<file path="src/three_sensor_line_follow_fsm_defines.svh">
// Assertion macros used by the line follower back end (tslf_back).
`ifndef THREE_SENSOR_LINE_FOLLOW_FSM_DEFINES_SVH
`define THREE_SENSOR_LINE_FOLLOW_FSM_DEFINES_SVH

`ifndef SYNTHESIS
// same-cycle implication
`define TSLF_ASSERT_IMPL(lbl, clk, rst_n, ante, cons) \
    lbl: assert property (@(posedge clk) disable iff (!rst_n) (ante) |-> (cons)) \
        else $error("tslf assertion failed");
// next-cycle implication
`define TSLF_ASSERT_NEXT(lbl, clk, rst_n, ante, cons) \
    lbl: assert property (@(posedge clk) disable iff (!rst_n) (ante) |=> (cons)) \
        else $error("tslf assertion failed");
`else
`define TSLF_ASSERT_IMPL(lbl, clk, rst_n, ante, cons)
`define TSLF_ASSERT_NEXT(lbl, clk, rst_n, ante, cons)
`endif

`endif

</file>
<file path="src/tslf_pkg.sv">
`timescale 1ns / 1ps

package tslf_pkg;

    // datapath widths
    localparam int SAMPLE_BITS    = 12;
    localparam int COUNT_BITS     = 16;
    localparam int TIMER_BITS     = 16;

    // register widths
    localparam int LINE_TH_BITS   = 12;
    localparam int LIFT_TH_BITS   = 12;
    localparam int LIMIT_BITS     = 16;
    localparam int HINT_TICK_BITS = 16;
    localparam int CFG_DATA_BITS  = 16;
    localparam int CFG_IDX_BITS   = 2;

    // compare widths wide enough for both operands
    localparam int LINE_CMP_BITS  = (SAMPLE_BITS > LINE_TH_BITS) ? SAMPLE_BITS : LINE_TH_BITS;
    localparam int LIFT_CMP_BITS  = (SAMPLE_BITS > LIFT_TH_BITS) ? SAMPLE_BITS : LIFT_TH_BITS;
    localparam int LOST_CMP_BITS  = (COUNT_BITS > LIMIT_BITS) ? COUNT_BITS : LIMIT_BITS;
    localparam int TMR_CMP_BITS   = (TIMER_BITS > HINT_TICK_BITS) ? TIMER_BITS : HINT_TICK_BITS;

    // register reset values
    localparam logic [LINE_TH_BITS-1:0]   LINE_TH_RST    = LINE_TH_BITS'(1000);
    localparam logic [LIFT_TH_BITS-1:0]   LIFT_TH_RST    = LIFT_TH_BITS'(100);
    localparam logic [LIMIT_BITS-1:0]     LOST_LIMIT_RST = LIMIT_BITS'(100);
    localparam logic [HINT_TICK_BITS-1:0] HINT_TICK_RST  = HINT_TICK_BITS'(2000);

    // command queue geometry
    localparam int QUEUE_DEPTH = 2;
    localparam int QPTR_BITS   = 1;
    localparam int QCNT_BITS   = 2;

    typedef enum logic {
        OP_SAMPLE = 1'b0,
        OP_TICK   = 1'b1
    } t_op;

    typedef enum logic [1:0] {
        CLS_LOST     = 2'd0,
        CLS_FWD      = 2'd1,
        CLS_AT_RIGHT = 2'd2,
        CLS_AT_LEFT  = 2'd3
    } t_move_class;

    typedef enum logic [1:0] {
        STEER_CENTER = 2'd0,
        STEER_RIGHT  = 2'd1,
        STEER_LEFT   = 2'd2,
        STEER_HOLD   = 2'd3
    } t_steer;

    typedef enum logic [1:0] {
        HINT_NONE  = 2'd0,
        HINT_RIGHT = 2'd1,
        HINT_LEFT  = 2'd2
    } t_hint;

    typedef enum logic [CFG_IDX_BITS-1:0] {
        CFG_LINE_TH    = 2'd0,
        CFG_LIFT_TH    = 2'd1,
        CFG_LOST_LIMIT = 2'd2,
        CFG_HINT_TICKS = 2'd3
    } t_cfg_idx;

    // configuration write as seen by the submodules
    typedef struct packed {
        logic                     we;
        t_cfg_idx                 idx;
        logic [CFG_DATA_BITS-1:0] data;
    } t_cfg_wr;

    // classified command passed from front to back
    typedef struct packed {
        t_op         op;
        t_move_class cls;
        logic        lifted;
    } t_cmd;

endpackage

</file>
<file path="src/tslf_in_if.sv">
`timescale 1ns / 1ps

interface tslf_in_if;
    logic                             valid;
    logic                             ready;
    logic                             op;
    logic [tslf_pkg::SAMPLE_BITS-1:0] left_sample;
    logic [tslf_pkg::SAMPLE_BITS-1:0] center_sample;
    logic [tslf_pkg::SAMPLE_BITS-1:0] right_sample;

    modport source (
        output valid, op, left_sample, center_sample, right_sample,
        input  ready
    );
    modport sink (
        input  valid, op, left_sample, center_sample, right_sample,
        output ready
    );
endinterface

</file>
<file path="src/tslf_out_if.sv">
`timescale 1ns / 1ps

interface tslf_out_if;
    logic       valid;
    logic       ready;
    logic [1:0] move_class;
    logic [1:0] steer_cmd;
    logic       motor_stop;
    logic [1:0] turn_hint;
    logic       route_done;

    modport source (
        output valid, move_class, steer_cmd, motor_stop, turn_hint, route_done,
        input  ready
    );
    modport sink (
        input  valid, move_class, steer_cmd, motor_stop, turn_hint, route_done,
        output ready
    );
endinterface

</file>
<file path="src/tslf_front.sv">
`timescale 1ns / 1ps

module tslf_front (
    input  logic              i_clk,
    input  logic              i_rst_n,
    input  tslf_pkg::t_cfg_wr i_cfg,
    tslf_in_if.sink           i_in,
    input  logic              i_q_ready,
    output logic              o_push,
    output tslf_pkg::t_cmd    o_cmd
);
    import tslf_pkg::*;

    logic [LINE_TH_BITS-1:0] r_line_th;
    logic [LIFT_TH_BITS-1:0] r_lift_th;
    logic                    see_l, see_c, see_r;
    logic                    low_l, low_c, low_r;
    t_move_class             cls;

    // threshold registers
    always_ff @(posedge i_clk) begin
        if (!i_rst_n) begin
            r_line_th <= LINE_TH_RST;
            r_lift_th <= LIFT_TH_RST;
        end else if (i_cfg.we) begin
            if (i_cfg.idx == CFG_LINE_TH) begin
                r_line_th <= i_cfg.data[LINE_TH_BITS-1:0];
            end
            if (i_cfg.idx == CFG_LIFT_TH) begin
                r_lift_th <= i_cfg.data[LIFT_TH_BITS-1:0];
            end
        end
    end

    // per-sensor line and lift compares
    assign see_l = LINE_CMP_BITS'(i_in.left_sample)   < LINE_CMP_BITS'(r_line_th);
    assign see_c = LINE_CMP_BITS'(i_in.center_sample) < LINE_CMP_BITS'(r_line_th);
    assign see_r = LINE_CMP_BITS'(i_in.right_sample)  < LINE_CMP_BITS'(r_line_th);
    assign low_l = LIFT_CMP_BITS'(i_in.left_sample)   <= LIFT_CMP_BITS'(r_lift_th);
    assign low_c = LIFT_CMP_BITS'(i_in.center_sample) <= LIFT_CMP_BITS'(r_lift_th);
    assign low_r = LIFT_CMP_BITS'(i_in.right_sample)  <= LIFT_CMP_BITS'(r_lift_th);

    // pattern to move class, first match wins
    always_comb begin
        priority if (!see_l && !see_c && !see_r) begin
            cls = CLS_LOST;
        end else if (!see_l && see_c && see_r) begin
            cls = CLS_AT_RIGHT;
        end else if (see_l && see_c && !see_r) begin
            cls = CLS_AT_LEFT;
        end else if (see_c) begin
            cls = CLS_FWD;
        end else if (see_r) begin
            cls = CLS_AT_RIGHT;
        end else begin
            cls = CLS_AT_LEFT;
        end
    end

    // transfer into the command queue
    assign i_in.ready   = i_q_ready;
    assign o_push       = i_in.valid && i_q_ready;
    assign o_cmd.op     = t_op'(i_in.op);
    assign o_cmd.cls    = cls;
    assign o_cmd.lifted = low_l && low_c && low_r;

endmodule

</file>
<file path="src/tslf_queue.sv">
`timescale 1ns / 1ps

module tslf_queue (
    input  logic           i_clk,
    input  logic           i_rst_n,
    input  logic           i_push,
    input  tslf_pkg::t_cmd i_cmd,
    output logic           o_ready,
    output logic           o_valid,
    output tslf_pkg::t_cmd o_cmd,
    input  logic           i_pop
);
    import tslf_pkg::*;

    t_cmd                 r_mem [QUEUE_DEPTH];
    logic [QPTR_BITS-1:0] r_wr_ptr;
    logic [QPTR_BITS-1:0] r_rd_ptr;
    logic [QCNT_BITS-1:0] r_count;
    logic [QCNT_BITS-1:0] n_count;

    assign o_ready = r_count != QCNT_BITS'(QUEUE_DEPTH);
    assign o_valid = r_count != '0;
    assign o_cmd   = r_mem[r_rd_ptr];

    // storage, no reset needed
    always_ff @(posedge i_clk) begin
        if (i_push) begin
            r_mem[r_wr_ptr] <= i_cmd;
        end
    end

    // occupancy
    always_comb begin
        unique case ({i_push, i_pop})
            2'b10:   n_count = r_count + QCNT_BITS'(1);
            2'b01:   n_count = r_count - QCNT_BITS'(1);
            default: n_count = r_count;
        endcase
    end

    // pointers and count
    always_ff @(posedge i_clk) begin
        if (!i_rst_n) begin
            r_wr_ptr <= '0;
            r_rd_ptr <= '0;
            r_count  <= '0;
        end else begin
            if (i_push) begin
                r_wr_ptr <= r_wr_ptr + QPTR_BITS'(1);
            end
            if (i_pop) begin
                r_rd_ptr <= r_rd_ptr + QPTR_BITS'(1);
            end
            r_count <= n_count;
        end
    end

endmodule

</file>
<file path="src/tslf_back.sv">
`timescale 1ns / 1ps
`include "three_sensor_line_follow_fsm_defines.svh"

module tslf_back (
    input  logic              i_clk,
    input  logic              i_rst_n,
    input  tslf_pkg::t_cfg_wr i_cfg,
    input  logic              i_valid,
    input  tslf_pkg::t_cmd    i_cmd,
    output logic              o_pop,
    tslf_out_if.source        o_out
);
    import tslf_pkg::*;

    // configuration
    logic [LIMIT_BITS-1:0]     r_lost_limit;
    logic [HINT_TICK_BITS-1:0] r_hint_ticks;

    // route state
    logic                  r_done,     n_done;
    logic [COUNT_BITS-1:0] r_lost_cnt, n_lost_cnt;
    t_move_class           r_prev,     n_prev;
    t_move_class           r_track,    n_track;
    logic [TIMER_BITS-1:0] r_elapsed,  n_elapsed;

    // output register
    logic        r_out_valid, n_out_valid;
    t_move_class r_cls,       n_cls;
    t_steer      r_steer,     n_steer;
    logic        r_stop,      n_stop;
    t_hint       r_hint,      n_hint;
    logic        r_route_done, n_route_done;

    logic                  take;
    logic                  done_now;
    logic                  turn_start;
    logic [TIMER_BITS-1:0] el_eff;

    // a tick never needs the output slot
    assign take  = i_valid && (i_cmd.op == OP_TICK || !r_out_valid || o_out.ready);
    assign o_pop = take;

    assign done_now = r_done ||
                      (LOST_CMP_BITS'(r_lost_cnt) >= LOST_CMP_BITS'(r_lost_limit));
    assign turn_start = (i_cmd.cls == CLS_AT_RIGHT || i_cmd.cls == CLS_AT_LEFT) &&
                        (r_track != i_cmd.cls);
    assign el_eff = turn_start ? '0 : r_elapsed;

    // command execution
    always_comb begin
        n_done       = r_done;
        n_lost_cnt   = r_lost_cnt;
        n_prev       = r_prev;
        n_track      = r_track;
        n_elapsed    = r_elapsed;
        n_out_valid  = r_out_valid && !o_out.ready;
        n_cls        = r_cls;
        n_steer      = r_steer;
        n_stop       = r_stop;
        n_hint       = r_hint;
        n_route_done = r_route_done;

        if (take && i_cmd.op == OP_TICK) begin
            if (r_elapsed != '1) begin
                n_elapsed = r_elapsed + TIMER_BITS'(1);
            end
        end else if (take) begin
            n_out_valid = 1'b1;
            if (done_now) begin
                n_done       = 1'b1;
                n_cls        = CLS_LOST;
                n_steer      = STEER_HOLD;
                n_stop       = 1'b0;
                n_hint       = HINT_NONE;
                n_route_done = 1'b1;
            end else begin
                n_cls        = i_cmd.cls;
                n_stop       = 1'b0;
                n_hint       = HINT_NONE;
                n_route_done = 1'b0;
                n_prev       = i_cmd.cls;

                // steering, search after the previous class when lost
                unique case (i_cmd.cls)
                    CLS_LOST: begin
                        if (r_lost_cnt != '1) begin
                            n_lost_cnt = r_lost_cnt + COUNT_BITS'(1);
                        end
                        n_stop = i_cmd.lifted;
                        unique case (r_prev)
                            CLS_AT_RIGHT: n_steer = STEER_RIGHT;
                            CLS_AT_LEFT:  n_steer = STEER_LEFT;
                            default:      n_steer = STEER_HOLD;
                        endcase
                    end
                    CLS_AT_RIGHT: begin
                        n_lost_cnt = '0;
                        n_steer    = STEER_RIGHT;
                    end
                    CLS_AT_LEFT: begin
                        n_lost_cnt = '0;
                        n_steer    = STEER_LEFT;
                    end
                    default: begin
                        n_lost_cnt = '0;
                        n_steer    = STEER_CENTER;
                    end
                endcase

                // turn timer and hint
                n_elapsed = el_eff;
                n_track   = turn_start ? i_cmd.cls : r_track;
                if (TMR_CMP_BITS'(el_eff) > TMR_CMP_BITS'(r_hint_ticks)) begin
                    n_track = CLS_LOST;
                    if (i_cmd.cls == CLS_AT_RIGHT) begin
                        n_hint = HINT_RIGHT;
                    end else if (i_cmd.cls == CLS_AT_LEFT) begin
                        n_hint = HINT_LEFT;
                    end
                end
            end
        end
    end

    // configuration registers
    always_ff @(posedge i_clk) begin
        if (!i_rst_n) begin
            r_lost_limit <= LOST_LIMIT_RST;
            r_hint_ticks <= HINT_TICK_RST;
        end else if (i_cfg.we) begin
            if (i_cfg.idx == CFG_LOST_LIMIT) begin
                r_lost_limit <= i_cfg.data[LIMIT_BITS-1:0];
            end
            if (i_cfg.idx == CFG_HINT_TICKS) begin
                r_hint_ticks <= i_cfg.data[HINT_TICK_BITS-1:0];
            end
        end
    end

    // control state
    always_ff @(posedge i_clk) begin
        if (!i_rst_n) begin
            r_done      <= 1'b0;
            r_lost_cnt  <= '0;
            r_prev      <= CLS_LOST;
            r_track     <= CLS_LOST;
            r_elapsed   <= '1;
            r_out_valid <= 1'b0;
        end else begin
            r_done      <= n_done;
            r_lost_cnt  <= n_lost_cnt;
            r_prev      <= n_prev;
            r_track     <= n_track;
            r_elapsed   <= n_elapsed;
            r_out_valid <= n_out_valid;
        end
    end

    // result payload
    always_ff @(posedge i_clk) begin
        r_cls        <= n_cls;
        r_steer      <= n_steer;
        r_stop       <= n_stop;
        r_hint       <= n_hint;
        r_route_done <= n_route_done;
    end

    assign o_out.valid      = r_out_valid;
    assign o_out.move_class = r_cls;
    assign o_out.steer_cmd  = r_steer;
    assign o_out.motor_stop = r_stop;
    assign o_out.turn_hint  = r_hint;
    assign o_out.route_done = r_route_done;

    // checks
    `TSLF_ASSERT_IMPL(a_done_payload, i_clk, i_rst_n, r_out_valid && r_route_done, r_cls == CLS_LOST && r_steer == STEER_HOLD && !r_stop && r_hint == HINT_NONE)
    `TSLF_ASSERT_NEXT(a_done_sticky, i_clk, i_rst_n, r_done, r_done)
    `TSLF_ASSERT_IMPL(a_stop_lost, i_clk, i_rst_n, r_out_valid && r_stop, r_cls == CLS_LOST)
    `TSLF_ASSERT_IMPL(a_hint_right, i_clk, i_rst_n, r_out_valid && r_hint == HINT_RIGHT, r_cls == CLS_AT_RIGHT)

endmodule

</file>
<file path="src/three_sensor_line_follow_fsm.sv">
`timescale 1ns / 1ps
// Three-sensor line follower decision block.
// Input channel i_in carries either a sensor sample (op 0: left, center and
// right grayscale readings) or a one-millisecond tick (op 1). Each sample
// yields one result on o_out (move class, steering command, motor stop,
// turn hint, route done); a tick yields nothing and only advances the turn
// timer. The user must write thresholds, lost limit and hint time on the cfg
// port (i_cfg_wr_en, i_cfg_index, i_cfg_data) only while the block is idle;
// the block does not enforce this. A sample accepted on i_in is written into
// the queue, then taken into the output register that drives o_out.
// Throughput: one item per cycle unless o_out stalls; the front classifies
// and pushes into a two-entry queue, the back executes one queued command
// per cycle. A tick is executed even while the output waits; a sample needs
// the output register to be free or taken in the same cycle.
// Reset (synchronous, active low) restores the register defaults, clears the
// lost count and done flag, and saturates the turn timer.
// When the receiver stalls, the result is held, the queue fills, and after
// two more items i_in.ready drops until the output is taken.
module three_sensor_line_follow_fsm (
    input  logic                                i_clk,
    input  logic                                i_rst_n,
    input  logic                                i_cfg_wr_en,
    input  logic [tslf_pkg::CFG_IDX_BITS-1:0]  i_cfg_index,
    input  logic [tslf_pkg::CFG_DATA_BITS-1:0] i_cfg_data,
    tslf_in_if.sink                             i_in,
    tslf_out_if.source                          o_out
);
    import tslf_pkg::*;

    t_cfg_wr cfg;
    logic    q_ready;
    logic    push;
    t_cmd    push_cmd;
    logic    q_valid;
    t_cmd    q_cmd;
    logic    pop;

    assign cfg.we   = i_cfg_wr_en;
    assign cfg.idx  = t_cfg_idx'(i_cfg_index);
    assign cfg.data = i_cfg_data;

    // classify and enqueue
    tslf_front u_front (
        .i_clk     (i_clk),
        .i_rst_n   (i_rst_n),
        .i_cfg     (cfg),
        .i_in      (i_in),
        .i_q_ready (q_ready),
        .o_push    (push),
        .o_cmd     (push_cmd)
    );

    // decoupling queue
    tslf_queue u_queue (
        .i_clk   (i_clk),
        .i_rst_n (i_rst_n),
        .i_push  (push),
        .i_cmd   (push_cmd),
        .o_ready (q_ready),
        .o_valid (q_valid),
        .o_cmd   (q_cmd),
        .i_pop   (pop)
    );

    // route state and result register
    tslf_back u_back (
        .i_clk   (i_clk),
        .i_rst_n (i_rst_n),
        .i_cfg   (cfg),
        .i_valid (q_valid),
        .i_cmd   (q_cmd),
        .o_pop   (pop),
        .o_out   (o_out)
    );

endmodule

</file>
<file path="src/flat_wrapper.sv">
// flat-port wrapper written by rule: the top's interface ports become plain ports
module three_sensor_line_follow_fsm_flat import tslf_pkg::*;
  (i_clk, i_rst_n, i_cfg_wr_en, i_cfg_index, i_cfg_data, i_in_valid, i_in_op, i_in_left_sample, i_in_center_sample, i_in_right_sample, i_in_ready, o_out_valid, o_out_move_class, o_out_steer_cmd, o_out_motor_stop, o_out_turn_hint, o_out_route_done, o_out_ready);
  tslf_in_if i_in_i ();
  tslf_out_if o_out_i ();
  input  logic i_clk;
  input  logic i_rst_n;
  input  logic i_cfg_wr_en;
  input  logic [tslf_pkg::CFG_IDX_BITS-1:0] i_cfg_index;
  input  logic [tslf_pkg::CFG_DATA_BITS-1:0] i_cfg_data;
  input wire logic [$bits(i_in_i.valid)-1:0] i_in_valid;
  input wire logic [$bits(i_in_i.op)-1:0] i_in_op;
  input wire logic [$bits(i_in_i.left_sample)-1:0] i_in_left_sample;
  input wire logic [$bits(i_in_i.center_sample)-1:0] i_in_center_sample;
  input wire logic [$bits(i_in_i.right_sample)-1:0] i_in_right_sample;
  output wire logic [$bits(i_in_i.ready)-1:0] i_in_ready;
  output wire logic [$bits(o_out_i.valid)-1:0] o_out_valid;
  output wire logic [$bits(o_out_i.move_class)-1:0] o_out_move_class;
  output wire logic [$bits(o_out_i.steer_cmd)-1:0] o_out_steer_cmd;
  output wire logic [$bits(o_out_i.motor_stop)-1:0] o_out_motor_stop;
  output wire logic [$bits(o_out_i.turn_hint)-1:0] o_out_turn_hint;
  output wire logic [$bits(o_out_i.route_done)-1:0] o_out_route_done;
  input wire logic [$bits(o_out_i.ready)-1:0] o_out_ready;
  assign i_in_i.valid = i_in_valid;
  assign i_in_i.op = i_in_op;
  assign i_in_i.left_sample = i_in_left_sample;
  assign i_in_i.center_sample = i_in_center_sample;
  assign i_in_i.right_sample = i_in_right_sample;
  assign i_in_ready = i_in_i.ready;
  assign o_out_valid = o_out_i.valid;
  assign o_out_move_class = o_out_i.move_class;
  assign o_out_steer_cmd = o_out_i.steer_cmd;
  assign o_out_motor_stop = o_out_i.motor_stop;
  assign o_out_turn_hint = o_out_i.turn_hint;
  assign o_out_route_done = o_out_i.route_done;
  assign o_out_i.ready = o_out_ready;
  three_sensor_line_follow_fsm u_core (.i_clk(i_clk), .i_rst_n(i_rst_n), .i_cfg_wr_en(i_cfg_wr_en), .i_cfg_index(i_cfg_index), .i_cfg_data(i_cfg_data), .i_in(i_in_i), .o_out(o_out_i));
endmodule
</file>
<file path="config.mk">
export PLATFORM = sky130hd
export DESIGN_NAME = three_sensor_line_follow_fsm_flat
export DESIGN_NICKNAME = d
export VERILOG_FILES = /design/src/tslf_pkg.sv /design/src/tslf_in_if.sv /design/src/tslf_out_if.sv /design/src/tslf_front.sv /design/src/tslf_queue.sv /design/src/tslf_back.sv /design/src/three_sensor_line_follow_fsm.sv /design/src/flat_wrapper.sv
export VERILOG_INCLUDE_DIRS = /design/src /design/src/src
export SDC_FILE = /design/constraint.sdc
export NUM_CORES = 1
export LEC_CHECK = 0
export BUFFER_PORTS_ARGS = -buffer_cell sky130_fd_sc_hd__buf_2
export CAP_MARGIN = 15
export CELL_PAD_IN_SITES_DETAIL_PLACEMENT = 1
export CELL_PAD_IN_SITES_GLOBAL_PLACEMENT = 1
export CORE_MARGIN = 2
export CORE_UTILIZATION = 45
export DETAILED_ROUTE_END_ITERATION = 6
export PLACE_DENSITY_LB_ADDON = 0.1
export SLEW_MARGIN = 20
export SYNTH_ARGS = -nofsm -noshare
export SYNTH_HDL_FRONTEND = slang
export SYNTH_SLANG_ARGS = --single-unit
</file>
<file path="constraint.sdc">
create_clock -name i_clk -period 8.9 [get_ports i_clk]
set_input_delay 1.335 -clock i_clk [delete_from_list [all_inputs] [get_ports i_clk]]
set_output_delay 1.335 -clock i_clk [all_outputs]
set_load 0.01 [all_outputs]
</file>
==> qor.json, run 1 <==
{
  "global_routing": {
    "initial_antenna_violation_count": 0,
    "vias_in_the_first_global_route": 6853,
    "grt_usage": 0.272,
    "maximum_number_of_pins_on_one_net_before_global_route_repair": 50,
    "globalRoute.totalOverflow": 0,
    "grt_first_pass_wirelength_um": 35500
  },
  "flow_run": {
    "drv.max_cap_violation_count": 0
  },
  "sta": {
    "finalSetupViolCount": 0,
    "time_the_worst_path_needs_with_i_o_delays_and_setup_ps": 3680,
    "final_period_util": 0.414,
    "setup_tns_ps": 0,
    "rsz0062_at_grt": "false",
    "skew_ps": 7.54,
    "worstMarginPinSlew_ps": 1060,
    "finalWorstSetupSlack_ps": 5220,
    "timing.final.max_slew_violations": 0,
    "maxSlewHeadroom": 0.290,
    "hold_violation_count_in_the_final_report": 0,
    "fmax_ghz": 0.272,
    "hold-worst-slack_ps": 453
  },
  "logic_synthesis": {
    "synth_flop_cell": "sky130_fd_sc_hd__dfxtp_1",
    "yosys_warnings": 0,
    "synth.top_cell.area_share": 0.276,
    "synth-edff-count": 16,
    "synth-async-reset-ratio": 0,
    "number_of_different_library_cells_in_the_post_synthesis_netlist": 58,
    "post_synth_inst_count": 851,
    "synth.avg_cell_area_um2": 8.45,
    "netlist_area_pre_place_mm2": 0.00719,
    "ys_seq_elements": 115,
    "synthTopCellsByArea": "sky130_fd_sc_hd__dfxtp_1 28%, sky130_fd_sc_hd__ha_1 18%, sky130_fd_sc_hd__edfxtp_1 6.7%, sky130_fd_sc_hd__a21oi_1 6.3%, sky130_fd_sc_hd__nand2_1 6.3%",
    "seq_area_frac_synth": 0.342,
    "mappedNetlistNets": 1015,
    "yosys.area.top_type": "sky130_fd_sc_hd__dfxtp_1"
  },
  "setup_path": {
    "kind_of_start_point_of_the_critical_path": "register",
    "timing.critical_path.fanout_max": 17,
    "critical_path.cell_chain": "mux2i_1 -> xor2_1 -> a21oi_1 -> buf_4 -> nor2_1 -> ha_1 -> a2111oi_0 -> o21ai_0 -> a31oi_1 -> a21oi_1 -> nor2_1 -> nor4_1",
    "critPathKind": "register to register",
    "critical-path-top-delay-family": "compound AO/OA/AOI/OAI gates",
    "critical_path.n_buffers_inverters": 1,
    "cpMaxStageDelayCell": "sky130_fd_sc_hd__mux2i_1",
    "r2r_setup_slack_ps": 5220,
    "cp.required_ps": 9030,
    "critical_path_arrival_ps": 3810,
    "timing.critical_path.slowest_cell_delay_ps": 690,
    "setup.worst_path.end_class": "register"
  },
  "clock_network": {
    "clk_root_buffer_cell": "sky130_fd_sc_hd__clkbuf_16",
    "clk_pin_slew_ps": 60,
    "cts_max_level": 4,
    "cts-hold-fix-buffers": 0,
    "tritoncts": "built",
    "cts-buffers-inserted": 17,
    "number_of_buffers_on_the_longest_clock_path": 2,
    "cts_setup_buffers": 0,
    "number_of_sinks_on_the_clock_net": 115,
    "cts_repair_resize_count": 0,
    "clk_latency_ps": 430
  },
  "detailed_routing": {
    "drt_iter0_drc": 362,
    "avgRoutedWirePerCell_um": 19.4,
    "drcViolationCount": 0,
    "detail_route.vias_per_cell": 5.76,
    "ant_nets": 0,
    "routed_wl_um": 22100,
    "detail_route.first_pass.iterations": 5,
    "count_of_vias_placed_by_the_detailed_router": 6559
  },
  "pwr": {
    "static-leakage-power_nw": 3.58,
    "total_power_mw": 1.96,
    "share_of_power_burned_in_combinational_logic": 0.301,
    "power.share.sequential": 0.335,
    "pwr-share-clk": 0.365,
    "internal-power_mw": 1.29,
    "total_switching_power_uw": 672,
    "power.switching_fraction": 0.343,
    "ir_worst_vdd_mv": 0.163,
    "powerDensity_mw_per_mm2": 236
  },
  "final_layout": {
    "flow.area_growth_from_synthesis_pct": 15.6,
    "layout_common_cells": "120 x sky130_fd_sc_hd__nand2_1, 104 x sky130_fd_sc_hd__ha_1, 99 x sky130_fd_sc_hd__dfxtp_1",
    "antenna-diode-count": 0,
    "layout_commonest_cell": "sky130_fd_sc_hd__nand2_1",
    "fill_cells": 1933,
    "final_layout_size_suffix_gt1_frac": 0.124,
    "finalInstanceArea_mm2": 0.00831,
    "final_net_count": 1074
  },
  "die": {
    "placeableCoreArea_mm2": 0.0158,
    "rows": 46,
    "number_of_i_o_pins": 70,
    "floorplan.die_area_mm2": 0.0170,
    "dieHeight_um": 130,
    "initial_core_utilization": 0.456,
    "die_w_um": 130
  },
  "place": {
    "preCtsSetupSlack_ps": 5370,
    "place_hpwl_um": 16900,
    "placed_cell_area_mm2": 0.00769,
    "buffer_ports.inserted": 69,
    "gp_congestion": 0.875
  },
  "min_path": {
    "timing.hold.worst.class": "register to register"
  },
  "status": {
    "status": "completed"
  }
}
-- worst paths after layout --
check | start | endpoint | cells past startpoint
max | register | u_core.u_back.o_out.turn_hint[0]$_SDFFCE_PP0P_ | 12
min reg2reg | u_core.u_back.r_lost_limit[13]$_SDFFE_PN0P_ | u_core.u_back.r_lost_limit[13]$_SDFFE_PN0P_ | 2
min | u_core.u_back.r_lost_limit[13]$_SDFFE_PN0P_ | u_core.u_back.r_lost_limit[13]$_SDFFE_PN0P_ | 2
max reg2reg | register | u_core.u_back.o_out.turn_hint[0]$_SDFFCE_PP0P_ | 12
-- cells by family after synthesis --
family,after synthesis,synth area share
flops,115,0.342
simple gates,290,0.203
buf+inv,107,0.0593
compound gates,223,0.198
fa+ha+maj,105,0.182
mux,6,0.00922
xor+xnor,5,0.00609
-- power by group through the flow --
stage	registers, mW	logic [mW]	clock network, mW
6_report	0.656	0.590	0.715
5_1_grt	0.664	0.655	0.748
4_1_cts	0.656	0.588	0.724
3_5_place_dp	0.665	0.579	0
3_3_place_gp	0.661	0.543	0
2_1_floorplan	0.654	0.409	0
-- tightest hold or removal path: stages, from the launching register on --
cell and delay, ps:
sky130_fd_sc_hd__dfxtp_1 310, sky130_fd_sc_hd__nand2_1 50, sky130_fd_sc_hd__a21oi_1 50
-- per-layer routing --
metal / up-vias / track usage / part of all wire
li1: 3211 / - / -
met5: - / 0 / 0
met2: 97 / 0.452 / 0.47
met3: 25 / 0.0456 / 0.027
met1: 3226 / 0.369 / 0.49
met4: 0 / 0.0757 / 0.014
-- cell type report --
| cell class | instances | area (µm²) | area share |
|---|---|---|---|
| clock buffers | 24 | 493 | 0.0593 |
| inverters | 75 | 282 | 0.0339 |
| multi-input cells | 629 | 4310 | 0.519 |
| well taps | 216 | 270 | 0.0325 |
| repair buffers | 72 | 368 | 0.0443 |
| flip-flops and latches | 115 | 2460 | 0.296 |
| clock inverters | 8 | 121 | 0.0146 |
-- stage by stage --
step / util / std cells
CTS: 0.526 / 1139
finish: 0.527 / 1139
detailed placement: 0.487 / 1107
floorplan: - / 851
global placement: 0.487 / 1107
global route: 0.527 / 1139
-- synth_stat cells, types with 2 or more instances --
cell type                   number
sky130_fd_sc_hd__a2111oi_0       2
sky130_fd_sc_hd__a211o_1         2
sky130_fd_sc_hd__a211oi_1       13
sky130_fd_sc_hd__a21boi_0        3
sky130_fd_sc_hd__a21o_1         17
sky130_fd_sc_hd__a21oi_1        91
sky130_fd_sc_hd__a31oi_1         4
sky130_fd_sc_hd__a32oi_1        10
sky130_fd_sc_hd__and2_1          2
sky130_fd_sc_hd__and3_1          9
sky130_fd_sc_hd__and4_1          8
sky130_fd_sc_hd__buf_2           5
sky130_fd_sc_hd__buf_6           2
sky130_fd_sc_hd__clkbuf_1       23
sky130_fd_sc_hd__dfxtp_1        99
sky130_fd_sc_hd__edfxtp_1       16
sky130_fd_sc_hd__ha_1          104
sky130_fd_sc_hd__inv_1          75
sky130_fd_sc_hd__mux2i_1         4
sky130_fd_sc_hd__nand2_1       120
sky130_fd_sc_hd__nand2b_1        9
sky130_fd_sc_hd__nand3_1        19
sky130_fd_sc_hd__nand3b_1        3
sky130_fd_sc_hd__nand4_1        24
sky130_fd_sc_hd__nor2_1         42
sky130_fd_sc_hd__nor2b_1        11
sky130_fd_sc_hd__nor3_1          8
sky130_fd_sc_hd__nor4_1          4
sky130_fd_sc_hd__o211ai_1       25
sky130_fd_sc_hd__o21a_1          8
sky130_fd_sc_hd__o21ai_0        23
sky130_fd_sc_hd__o221a_2         2
sky130_fd_sc_hd__o31ai_1        16
sky130_fd_sc_hd__or2_2           3
sky130_fd_sc_hd__or3_1           4
sky130_fd_sc_hd__or4_1          16
sky130_fd_sc_hd__xnor2_1         2
sky130_fd_sc_hd__xor2_1          3
-- state kept, by name, indices dropped and copies added, names as in the netlist, named ones only --
register	count
u_core.u_front.r_lift_th	12
u_core.u_back.o_out.route_done	1
u_core.u_back.r_track	2
u_core.u_back.r_done	1
u_core.u_back.r_elapsed	16
u_core.u_back.r_prev	2
u_core.u_front.r_line_th	12
u_core.u_queue.r_count	2
u_core.u_queue.r_wr_ptr	1
u_core.u_queue.r_rd_ptr	1
u_core.u_back.r_lost_limit	16
u_core.u_back.o_out.motor_stop	1
u_core.u_back.r_lost_cnt	16
u_core.u_back.o_out.turn_hint	2
u_core.u_queue.r_mem	8
u_core.u_back.r_hint_ticks	16
u_core.u_back.o_out.steer_cmd	2
u_core.u_back.o_out.valid	1
u_core.u_back.o_out.move_class	2
No activity file was read; power rests on OpenSTA's default activity.
==> run 2, diff against run 1 <==
==> constraint.sdc (replaced) <==
create_clock -name i_clk -period 3.6 [get_ports i_clk]
set_input_delay 0.54 -clock i_clk [delete_from_list [all_inputs] [get_ports i_clk]]
set_output_delay 0.54 -clock i_clk [all_outputs]
set_load 0.01 [all_outputs]
==> qor.json, run 2 (synthesis results as in run 1) <==
{
  "die": {
    "number_of_i_o_pins": {"value": 70, "change": "unchanged"},
    "die_w": {"value": 130, "unit": "µm", "change": "unchanged"},
    "rows": {"value": 46, "change": "unchanged"},
    "initial_core_utilization": {"value": 0.456, "change": "unchanged"},
    "dieHeight": {"value": 130, "unit": "µm", "change": "unchanged"},
    "placeableCoreArea": {"value": 0.0158, "unit": "mm²", "change": "unchanged"},
    "floorplan.die_area": {"value": 0.0170, "unit": "mm²", "change": "unchanged"}
  },
  "sta": {
    "skew": {"value": 10.3, "unit": "ps", "change": "was 7.54 ps"},
    "maxSlewHeadroom": {"value": 0.341, "change": "was 0.290"},
    "rsz0062_at_grt": {"value": "false", "change": "unchanged"},
    "finalSetupViolCount": {"value": 0, "change": "unchanged"},
    "setup_tns": {"value": 0, "unit": "ps", "change": "unchanged"},
    "hold_violation_count_in_the_final_report": {"value": 0, "change": "unchanged"},
    "final_period_util": {"value": 0.898, "change": "was 0.414"},
    "fmax": {"value": 0.309, "unit": "GHz", "change": "was 0.272 GHz"},
    "timing.final.max_slew_violations": {"value": 0, "change": "unchanged"},
    "worstMarginPinSlew": {"value": 985, "unit": "ps", "change": "was 1060 ps"},
    "time_the_worst_path_needs_with_i_o_delays_and_setup": {"value": 3230, "unit": "ps", "change": "was 3680 ps"},
    "finalWorstSetupSlack": {"value": 369, "unit": "ps", "change": "was 5220 ps"}
  },
  "min_path": {
    "timing.hold.worst.class": {"value": "input pin to register", "change": "was register to register"},
    "timing.hold.worst.start": {"value": "i_in_op", "change": "was u_core.u_back.r_lost_limit[13]$_SDFFE_PN0P_"}
  },
  "setup_path": {
    "regToRegEndpoint": {"value": "u_core.u_back.o_out.turn_hint[0]$_SDFFCE_PP0P_", "change": "unchanged"},
    "timing.critical_path.slowest_cell_delay": {"value": 500, "unit": "ps", "change": "was 690 ps"},
    "endpoint": {"value": "u_core.u_back.o_out.turn_hint[0]$_SDFFCE_PP0P_", "change": "unchanged"},
    "r2r_cells": {"value": 12, "change": "unchanged"},
    "kind_of_start_point_of_the_critical_path": {"value": "register", "change": "unchanged"},
    "cp.required": {"value": 3750, "unit": "ps", "change": "was 9030 ps"},
    "critical_path_arrival": {"value": 3380, "unit": "ps", "change": "was 3810 ps"},
    "r2r_setup_slack": {"value": 370, "unit": "ps", "change": "was 5220 ps"},
    "timing.critical_path.fanout_max": {"value": 14, "change": "was 17"},
    "critical_path.cell_chain": {"value": "mux2i_2 -> xor2_1 -> a21oi_1 -> buf_4 -> nor2_1 -> ha_1 -> a2111oi_1 -> o21ai_0 -> a31oi_1 -> a21oi_1 -> nor2_1 -> nor4_1", "change": "was mux2i_1 -> xor2_1 -> a21oi_1 -> buf_4 -> nor2_1 -> ha_1 -> a2111oi_0 -> o21ai_0 -> a31oi_1 -> a21oi_1 -> nor2_1 -> nor4_1"},
    "setup.worst_path.end_class": {"value": "register", "change": "unchanged"},
    "cpMaxStageDelayCell": {"value": "sky130_fd_sc_hd__dfxtp_1", "change": "was sky130_fd_sc_hd__mux2i_1"},
    "critPathKind": {"value": "register to register", "change": "unchanged"}
  },
  "pwr": {
    "pwr-share-clk": {"value": 0.359, "change": "was 0.365"},
    "power.switching_fraction": {"value": 0.343, "change": "about the same"},
    "ir_worst_vdd": {"value": 0.337, "unit": "mV", "change": "was 0.163 mV"},
    "total_switching_power": {"value": 1.65, "unit": "mW", "change": "was 672 µW"},
    "powerDensity": {"value": 579, "unit": "mW/mm²", "change": "was 236 mW/mm²"},
    "internal-power": {"value": 3.17, "unit": "mW", "change": "was 1.29 mW"},
    "static-leakage-power": {"value": 3.61, "unit": "nW", "change": "was 3.58 nW"},
    "share_of_power_burned_in_combinational_logic": {"value": 0.305, "change": "was 0.301"},
    "power.share.sequential": {"value": 0.337, "change": "was 0.335"}
  },
  "final_layout": {
    "final_layout_size_suffix_gt1_frac": {"value": 0.131, "change": "was 0.124"},
    "final_net_count": {"value": 1078, "change": "was 1074"},
    "layout_common_cells": {"value": "120 x sky130_fd_sc_hd__nand2_1, 104 x sky130_fd_sc_hd__ha_1, 99 x sky130_fd_sc_hd__dfxtp_1", "change": "unchanged"},
    "multi_input_area": {"value": 0.00432, "unit": "mm²", "change": "was 0.00431 mm²"},
    "fill_cells": {"value": 1920, "change": "was 1933"},
    "antenna-diode-count": {"value": 0, "change": "unchanged"},
    "layout_commonest_cell": {"value": "sky130_fd_sc_hd__nand2_1", "change": "unchanged"},
    "seq_area": {"value": 0.00246, "unit": "mm²", "change": "unchanged"},
    "layout.core_utilization": {"value": 0.529, "change": "was 0.527"},
    "finalNonFillerCells": {"value": 1143, "change": "was 1139"},
    "flow.area_growth_from_synthesis": {"value": 15.9, "unit": "%", "change": "was 15.6%"}
  },
  "clock_network": {
    "cts-buffers-inserted": {"value": 17, "change": "unchanged"},
    "clk_latency": {"value": 420, "unit": "ps", "change": "was 430 ps"},
    "clk_root_buffer_cell": {"value": "sky130_fd_sc_hd__clkbuf_16", "change": "unchanged"},
    "number_of_sinks_on_the_clock_net": {"value": 115, "change": "unchanged"},
    "number_of_buffers_on_the_longest_clock_path": {"value": 2, "change": "unchanged"},
    "tritoncts": {"value": "built", "change": "unchanged"},
    "clk_pin_slew": {"value": 60, "unit": "ps", "change": "about the same"},
    "cts_max_level": {"value": 4, "change": "unchanged"}
  },
  "global_routing": {
    "grt_use_met3": {"value": 0.0509, "change": "was 0.0456"},
    "global_route.usage.met2": {"value": 0.456, "change": "was 0.452"},
    "grt_first_pass_wirelength": {"value": 35500, "unit": "µm", "change": "about the same"},
    "initial_antenna_violation_count": {"value": 0, "change": "unchanged"},
    "globalRoute.totalOverflow": {"value": 0, "change": "unchanged"},
    "met1_usage": {"value": 0.354, "change": "was 0.369"},
    "vias_in_the_first_global_route": {"value": 6943, "change": "was 6853"},
    "maximum_number_of_pins_on_one_net_before_global_route_repair": {"value": 39, "change": "was 50"},
    "grt_usage": {"value": 0.270, "change": "was 0.272"},
    "grt_most_used_layer": {"value": "met2", "change": "unchanged"}
  },
  "detailed_routing": {
    "avgRoutedWirePerCell": {"value": 19.0, "unit": "µm", "change": "was 19.4 µm"},
    "routed_wl": {"value": 21800, "unit": "µm", "change": "was 22100 µm"},
    "drt_iter0_drc": {"value": 292, "change": "was 362"},
    "drcViolationCount": {"value": 0, "change": "unchanged"},
    "count_of_vias_placed_by_the_detailed_router": {"value": 6613, "change": "was 6559"},
    "detail_route.first_pass.iterations": {"value": 4, "change": "was 5"},
    "detail_route.vias_per_cell": {"value": 5.79, "change": "was 5.76"},
    "ant_nets": {"value": 0, "change": "unchanged"}
  },
  "place": {
    "preCtsSetupSlack": {"value": 428, "unit": "ps", "change": "was 5370 ps"},
    "gp_congestion": {"value": 0.905, "change": "was 0.875"},
    "buffer_ports.inserted": {"value": 69, "change": "unchanged"},
    "place_hpwl": {"value": 17000, "unit": "µm", "change": "was 16900 µm"},
    "placed_cells_incl_taps": {"value": 1111, "change": "was 1107"}
  },
  "flow_run": {
    "drv.max_cap_violation_count": {"value": 0, "change": "unchanged"}
  },
  "status": {
    "status": {"value": "completed", "change": "unchanged"}
  }
}
[run 2: cell count changes in the layout (fill, tap and decap cells not counted)]
cell and delta:
sky130_fd_sc_hd__clkbuf_16 +1, sky130_fd_sc_hd__buf_4 +4, sky130_fd_sc_hd__bufinv_16 -1, sky130_fd_sc_hd__a2111oi_1 +1, sky130_fd_sc_hd__a2111oi_0 -1, sky130_fd_sc_hd__clkinvlp_4 -2
sky130_fd_sc_hd__mux2i_2 +1, sky130_fd_sc_hd__clkbuf_1 -2, sky130_fd_sc_hd__clkinv_2 +4, sky130_fd_sc_hd__mux2i_1 -1
[run 2: worst max-delay path, delay by kind of cell (launching register included)]
family	cells	cell delay (ps)
fa+ha+maj	1	190
simple gates	3	400
xor+xnor	1	120
flops	1	500
buf+inv	1	260
compound gates	5	1120
mux	1	370
[run 2: how the worst min path moves through the flow]
stage                                                        to  depth (start not counted)
finish                     u_core.u_queue.r_mem[1][3]$_DFFE_PP_                          1
global route               u_core.u_queue.r_mem[1][3]$_DFFE_PP_                          1
CTS                        u_core.u_queue.r_mem[1][3]$_DFFE_PP_                          1
detailed placement     u_core.u_front.r_line_th[2]$_SDFFE_PN0P_                          2
global placement    u_core.u_back.r_hint_ticks[11]$_SDFFE_PN0P_                          2
floorplan           u_core.u_back.r_hint_ticks[11]$_SDFFE_PN0P_                          2
[run 2: layout make-up]
type | count | area share
Sequential cell | 115 | 0.295
Tap cell | 216 | 0.0324
Timing Repair Buffer | 76 | 0.0477
Clock inverter | 9 | 0.0116
Clock buffer | 23 | 0.0612
Inverter | 75 | 0.0338
Multi-Input combinational cell | 629 | 0.518
[run 2: layer usage]
layer | vias up | wire length (µm)
met5 | - | 0
met4 | 0 | 403
met3 | 27 | 1020
met2 | 136 | 10500
met1 | 3227 | 9880
li1 | 3223 | -
[run 2: timing repair]
| item | 4_1_cts | 5_1_grt |
|---|---|---|
| buffers inserted | 0 | 0 |
| setup endpoints to repair | 0 | 3 |
| resized for setup | 0 | 2 |
| hold buffers | 0 | 0 |
[run 2: power by group through the flow]
stage | clock network, mW | registers [mW] | logic (mW)
floorplan | 0 | 1.62 | 1.01
global placement | 0 | 1.64 | 1.35
detailed placement | 0 | 1.65 | 1.44
CTS | 1.76 | 1.62 | 1.47
global route | 1.82 | 1.65 | 1.66
finish | 1.73 | 1.63 | 1.47
[run 2: metrics by stage]
step                      power [mW]  area (µm²)  hold WS [ps]
final                           4.83        8340           329
after global routing            5.12        8340           312
after CTS                       4.85        8320           309
after detailed placement        3.09        7720           450
after global placement          2.98        7720           446
after floorplan                 2.63        7190           436
